### src/qoa_pkg.sv
// ----------------------------------------------------------------------------
// qoa_pkg
// shared codes, command struct and rounding helper for the orientation unit
// ----------------------------------------------------------------------------
package qoa_pkg;

    // item kinds
    localparam logic [1:0] KIND_COMPOSE = 2'd0;
    localparam logic [1:0] KIND_LOAD    = 2'd1;
    localparam logic [1:0] KIND_IDENT   = 2'd2;
    localparam logic [1:0] KIND_QUERY   = 2'd3;

    // orientation update ops
    localparam logic [1:0] SOP_NONE  = 2'd0;
    localparam logic [1:0] SOP_LOAD  = 2'd1;
    localparam logic [1:0] SOP_IDENT = 2'd2;
    localparam logic [1:0] SOP_COMP  = 2'd3;

    localparam logic signed [15:0] Q_ONE     = 16'sd16384;
    localparam logic signed [34:0] Q28_ONE   = 35'sd268435456;
    localparam logic signed [34:0] Q28_HALF  = 35'sd8192;
    localparam logic signed [20:0] SAT_HI    = 21'sd32767;
    localparam logic signed [20:0] SAT_LO    = -21'sd32768;

    typedef struct packed {
        logic       accept;   // latch input quaternion and inverse flag
        logic [1:0] sop;      // orientation update
        logic       comp;     // compose multiply-accumulate step
        logic       mat;      // matrix product step
        logic [1:0] step;     // step within phase
        logic       fin;      // load result register
    } qoa_cmd_t;

    // q28 to q2.14, round half up, saturate
    function automatic logic signed [15:0] round_sat(input logic signed [34:0] v);
        logic signed [34:0] a;
        logic signed [20:0] q;
        a = v + Q28_HALF;
        q = a[34:14];
        if (q > SAT_HI)
            return 16'sh7fff;
        else if (q < SAT_LO)
            return -16'sh8000;
        else
            return q[15:0];
    endfunction

endpackage

### src/qoa_ctrl.sv
// ----------------------------------------------------------------------------
// qoa_ctrl
// sequencer for compose, matrix and result handoff
// ----------------------------------------------------------------------------
module qoa_ctrl
    import qoa_pkg::*;
(
    input  logic       clk,
    input  logic       rst_n,
    input  logic       in_valid,
    output logic       in_ready,
    input  logic [1:0] kind,
    output logic       out_valid,
    input  logic       out_ready,
    output qoa_cmd_t   cmd
);

    localparam logic [2:0] ST_IDLE  = 3'd0;
    localparam logic [2:0] ST_COMP  = 3'd1;
    localparam logic [2:0] ST_STORE = 3'd2;
    localparam logic [2:0] ST_MAT   = 3'd3;
    localparam logic [2:0] ST_FIN   = 3'd4;

    logic [2:0] state_reg, state_next;
    logic [1:0] step_reg, step_next;
    logic       out_valid_reg, out_valid_next;

    always_comb
    begin
        state_next     = state_reg;
        step_next      = step_reg;
        out_valid_next = out_valid_reg;
        cmd            = '0;
        cmd.step       = step_reg;
        in_ready       = 1'b0;
        if (out_valid_reg && out_ready)
            out_valid_next = 1'b0;
        case (state_reg)
            ST_IDLE:
            begin
                in_ready = 1'b1;
                if (in_valid)
                begin
                    cmd.accept = 1'b1;
                    step_next  = 2'd0;
                    case (kind)
                        KIND_COMPOSE:
                        begin
                            cmd.sop    = SOP_NONE;
                            state_next = ST_COMP;
                        end
                        KIND_LOAD:
                        begin
                            cmd.sop    = SOP_LOAD;
                            state_next = ST_MAT;
                        end
                        KIND_IDENT:
                        begin
                            cmd.sop    = SOP_IDENT;
                            state_next = ST_MAT;
                        end
                        default:
                        begin
                            cmd.sop    = SOP_NONE;
                            state_next = ST_MAT;
                        end
                    endcase
                end
            end
            ST_COMP:
            begin
                cmd.comp  = 1'b1;
                step_next = step_reg + 2'd1;
                if (step_reg == 2'd3)
                    state_next = ST_STORE;
            end
            ST_STORE:
            begin
                cmd.sop    = SOP_COMP;
                step_next  = 2'd0;
                state_next = ST_MAT;
            end
            ST_MAT:
            begin
                cmd.mat   = 1'b1;
                step_next = step_reg + 2'd1;
                if (step_reg == 2'd2)
                    state_next = ST_FIN;
            end
            ST_FIN:
            begin
                if (!out_valid_reg || out_ready)
                begin
                    cmd.fin        = 1'b1;
                    out_valid_next = 1'b1;
                    state_next     = ST_IDLE;
                end
            end
            default:
            begin
                state_next = ST_IDLE;
            end
        endcase
    end

    always_ff @(posedge clk or negedge rst_n)
    begin
        if (!rst_n)
        begin
            state_reg     <= ST_IDLE;
            step_reg      <= 2'd0;
            out_valid_reg <= 1'b0;
        end
        else
        begin
            state_reg     <= state_next;
            step_reg      <= step_next;
            out_valid_reg <= out_valid_next;
        end
    end

    assign out_valid = out_valid_reg;

endmodule

### config.mk
export PLATFORM = sky130hd
export DESIGN_NAME = qoa_ctrl
export DESIGN_NICKNAME = d
export VERILOG_FILES = /design/src/qoa_pkg.sv /design/src/qoa_ctrl.sv
export SDC_FILE = /design/constraint.sdc
export NUM_CORES = 1
export LEC_CHECK = 0
export ABC_CLOCK_PERIOD_IN_PS = 900
export BUFFER_PORTS_ARGS = -buffer_cell sky130_fd_sc_hd__buf_4
export CORE_MARGIN = 1
export CORE_UTILIZATION = 25
export DETAILED_ROUTE_END_ITERATION = 7
export PLACE_DENSITY = 0.57
export SETUP_SLACK_MARGIN = 0.2
export SYNTH_ARGS = -nofsm -noshare
export SYNTH_HDL_FRONTEND = slang
export SYNTH_SLANG_ARGS = --single-unit
### constraint.sdc
create_clock -name clk -period 0.9 [get_ports clk]
set_input_delay 0.18 -clock clk [delete_from_list [all_inputs] [get_ports clk]]
set_output_delay 0.18 -clock clk [all_outputs]
set_load 0.01 [all_outputs]
==> results.py <==
metrics = {
    "run_status": {
        "status": "finished, violations left",
        "violations": "negative setup slack",
    },
    "floorplanning": {
        "dieWidth_um": 41.8,
        "rows": 14,
        "start_util": 0.266,
        "fp.dieH_um": 41.8,
        "io_pins": 16,
        "core-area_um2": 1490,
        "dieArea_um2": 1750,
    },
    "sta": {
        "final-setup-viol-count": 16,
        "final_hold_viol_count": 0,
        "worst_slew_pin_slew_ns": 0.200,
        "period_needed_ns": 1.36,
        "fin_crit_sh": 1.51,
        "max_freq_mhz": 735,
        "fin_ws_ns": -0.461,
        "drv_slew": 0,
        "grt_setup_unrepaired": "true",
        "clock_skew_ns": 0.00675,
        "slew_headroom": 0.866,
    },
    "place": {
        "gp_congestion": 0.816,
        "place.port_buffers": 15,
        "place_ws_ns": -0.270,
        "place_inst": 82,
        "dp_hpwl_um": 783,
    },
    "finish": {
        "largest_reg_flops": 3,
        "instances_no_fill": 95,
        "register_area_um2": 154,
        "multi_input_area_um2": 282,
        "syn2layout_area_growth_pct": 110,
        "drive_gt1_frac": 0.734,
        "fillers": 130,
        "fin_nets": 88,
        "n_antenna_cell": 0,
    },
    "synth": {
        "synth_top_family_by_area": "simple AND/OR/NAND/NOR gates",
        "seq_area_frac_synth": 0.379,
        "syn-num-nets": 50,
        "synthAdderAreaFrac": 0.0631,
        "syn_area_um2": 397,
        "synth_cells": 42,
        "synth-seq-cells": 6,
        "synth_simple_gate_area_share": 0.262,
        "synth_compound_area_frac": 0.192,
        "synth_area_per_cell_um2": 9.44,
        "ys_types": 21,
        "ys_warn_count": 0,
        "muxShareOfSynthArea": 0,
        "synth_xor_area_frac": 0,
    },
    "critical_path": {
        "ff2ff_path_depth": 6,
        "rr_startpoint": "state_reg[0]",
        "r2r-end": "step_reg[0]",
        "worstPathRequired_ns": 0.72,
        "critPathMaxFanout": 5,
        "cp-end-kind": "primary output",
        "r2r_setup_slack_ns": -0.40,
        "cp.arrival_ns": 1.18,
        "start_kind": "flop",
        "path_class": "flop to primary output",
    },
    "power_and_ir_drop": {
        "ir_drop_mv": 1.26,
        "power_density_nw_per_um2": 3310,
        "power_leakage_nw": 0.398,
        "total_power_w": 0.00277,
    },
    "grt": {
        "grt_overflow_total": 0,
        "antenna_found_initial": 0,
        "grt_max_degree": 7,
        "grt_pass1_vias": 452,
        "grt_pass1_wl_mm": 1.94,
        "grt_usage": 0.152,
    },
    "cts": {
        "cts_buffer_depth": 2,
        "h-tree-depth": 1,
        "cts-root-buf": "clkbuf_4",
        "cts_buffers": 3,
        "cts.sinks": 6,
        "clkTransAtPathRegs_ns": 0.05,
        "cts_tree": "built",
        "clock_latency_ns": 0.25,
    },
    "run": {
        "maxCapViolations": 0,
    },
    "hold_path": {
        "hold_class": "primary input to async pin",
    },
    "drt": {
        "drc": 0,
        "drtIter0Drc": 5,
        "wl_per_cell_um": 13.2,
        "vias": 451,
        "dr.pass1.iters": 5,
        "viasPerCell": 4.75,
        "antenna_left": 0,
        "wirelength_mm": 1.26,
    },
}
routing by layer:
layer	vias to the layer above	global-route usage	routed length (µm)
li1	217	-	-
met2	8	0.231	724
met4	0	0.0903	21
met5	-	0	0
met3	4	0.0435	33
met1	222	0.188	478
critical path, stage by stage, from the launching register on:
cell,delay [ns]
dfrtp_2,0.44
nor3_4,0.22
and2_4,0.18
buf_6,0.09
worst max-delay path by stage:
stage                 startpoint           end  slack, ns
floorplan           state_reg[1]        cmd[7]      -0.17
global placement    state_reg[0]        cmd[7]      -0.24
detailed placement  state_reg[0]  state_reg[1]      -0.27
CTS                 state_reg[2]        cmd[7]      -0.44
global route        state_reg[0]        cmd[7]      -0.51
finish              state_reg[2]        cmd[7]      -0.46
where the power goes:
group | switching [W] | leakage [nW] | total, W | internal, W
clock network | 0.000107 | 0.0150 | 0.000275 | 0.000169
registers | 0.000190 | 0.0705 | 0.000583 | 0.000393
logic | 0.000800 | 0.312 | 0.00191 | 0.00111
total | 0.00110 | 0.398 | 0.00277 | 0.00167
through the flow:
stage	utilization	TNS (ns)	instance area, µm²	hold slack [ns]
2_1_floorplan	-	-0.651	420	-0.116
3_3_place_gp	0.420	-2.22	626	-0.0110
3_5_place_dp	0.420	-2.53	626	-0.0104
4_1_cts	0.504	-4.20	751	0.270
5_1_grt	0.561	-5.69	835	0.270
6_report	0.561	-4.88	835	0.271
cell type report:
class | instances | area share
Multi-Input combinational cell | 29 | 0.337
Tap cell | 16 | 0.0240
Inverter | 5 | 0.0255
Clock buffer | 4 | 0.0315
Sequential cell | 6 | 0.184
Timing Repair Buffer | 35 | 0.397
kinds of logic after synthesis:
group	count (synthesis)
DFF	6
AOI/OAI and AO/OA	12
buffers and inverters	7
and+or+nand+nor	15
adders and majority gates	2
cells in the final DEF, fill, tap and decap left out, types with 2 or more instances in the layout:
master     n
nor3_4     4
clkbuf_4   3
buf_6     11
dfrtp_2    3
dfrtp_1    3
a31oi_2    2
buf_12     2
nand2_1    2
o21ai_1    4
inv_1      4
buf_4     21
cell usage after synthesis (all sizes together):
library cell  count  share of area
and3              1          0.016
o21bai            1          0.019
a21oi             1          0.013
nor3              4           0.11
o211ai            1          0.019
nand2             4          0.038
o21ai             5          0.063
o22ai             1          0.032
dfrtp             6           0.38
ha                2          0.063
and2              1          0.016
buf               2          0.057
a31oi             3          0.047
inv               5          0.047
nand2b            2          0.050
nor2              3          0.035
timing repair:
| item | CTS | global route |
|---|---|---|
| hold endpoints to repair | 6 | 0 |
| gates resized for setup | 14 | 13 |
| hold buffers | 1 | 0 |
| endpoints found under the setup margin | 16 | 16 |
| pin swaps | 5 | 3 |
| buffers inserted | 5 | 3 |
No activity file was read; power rests on OpenSTA's default activity.
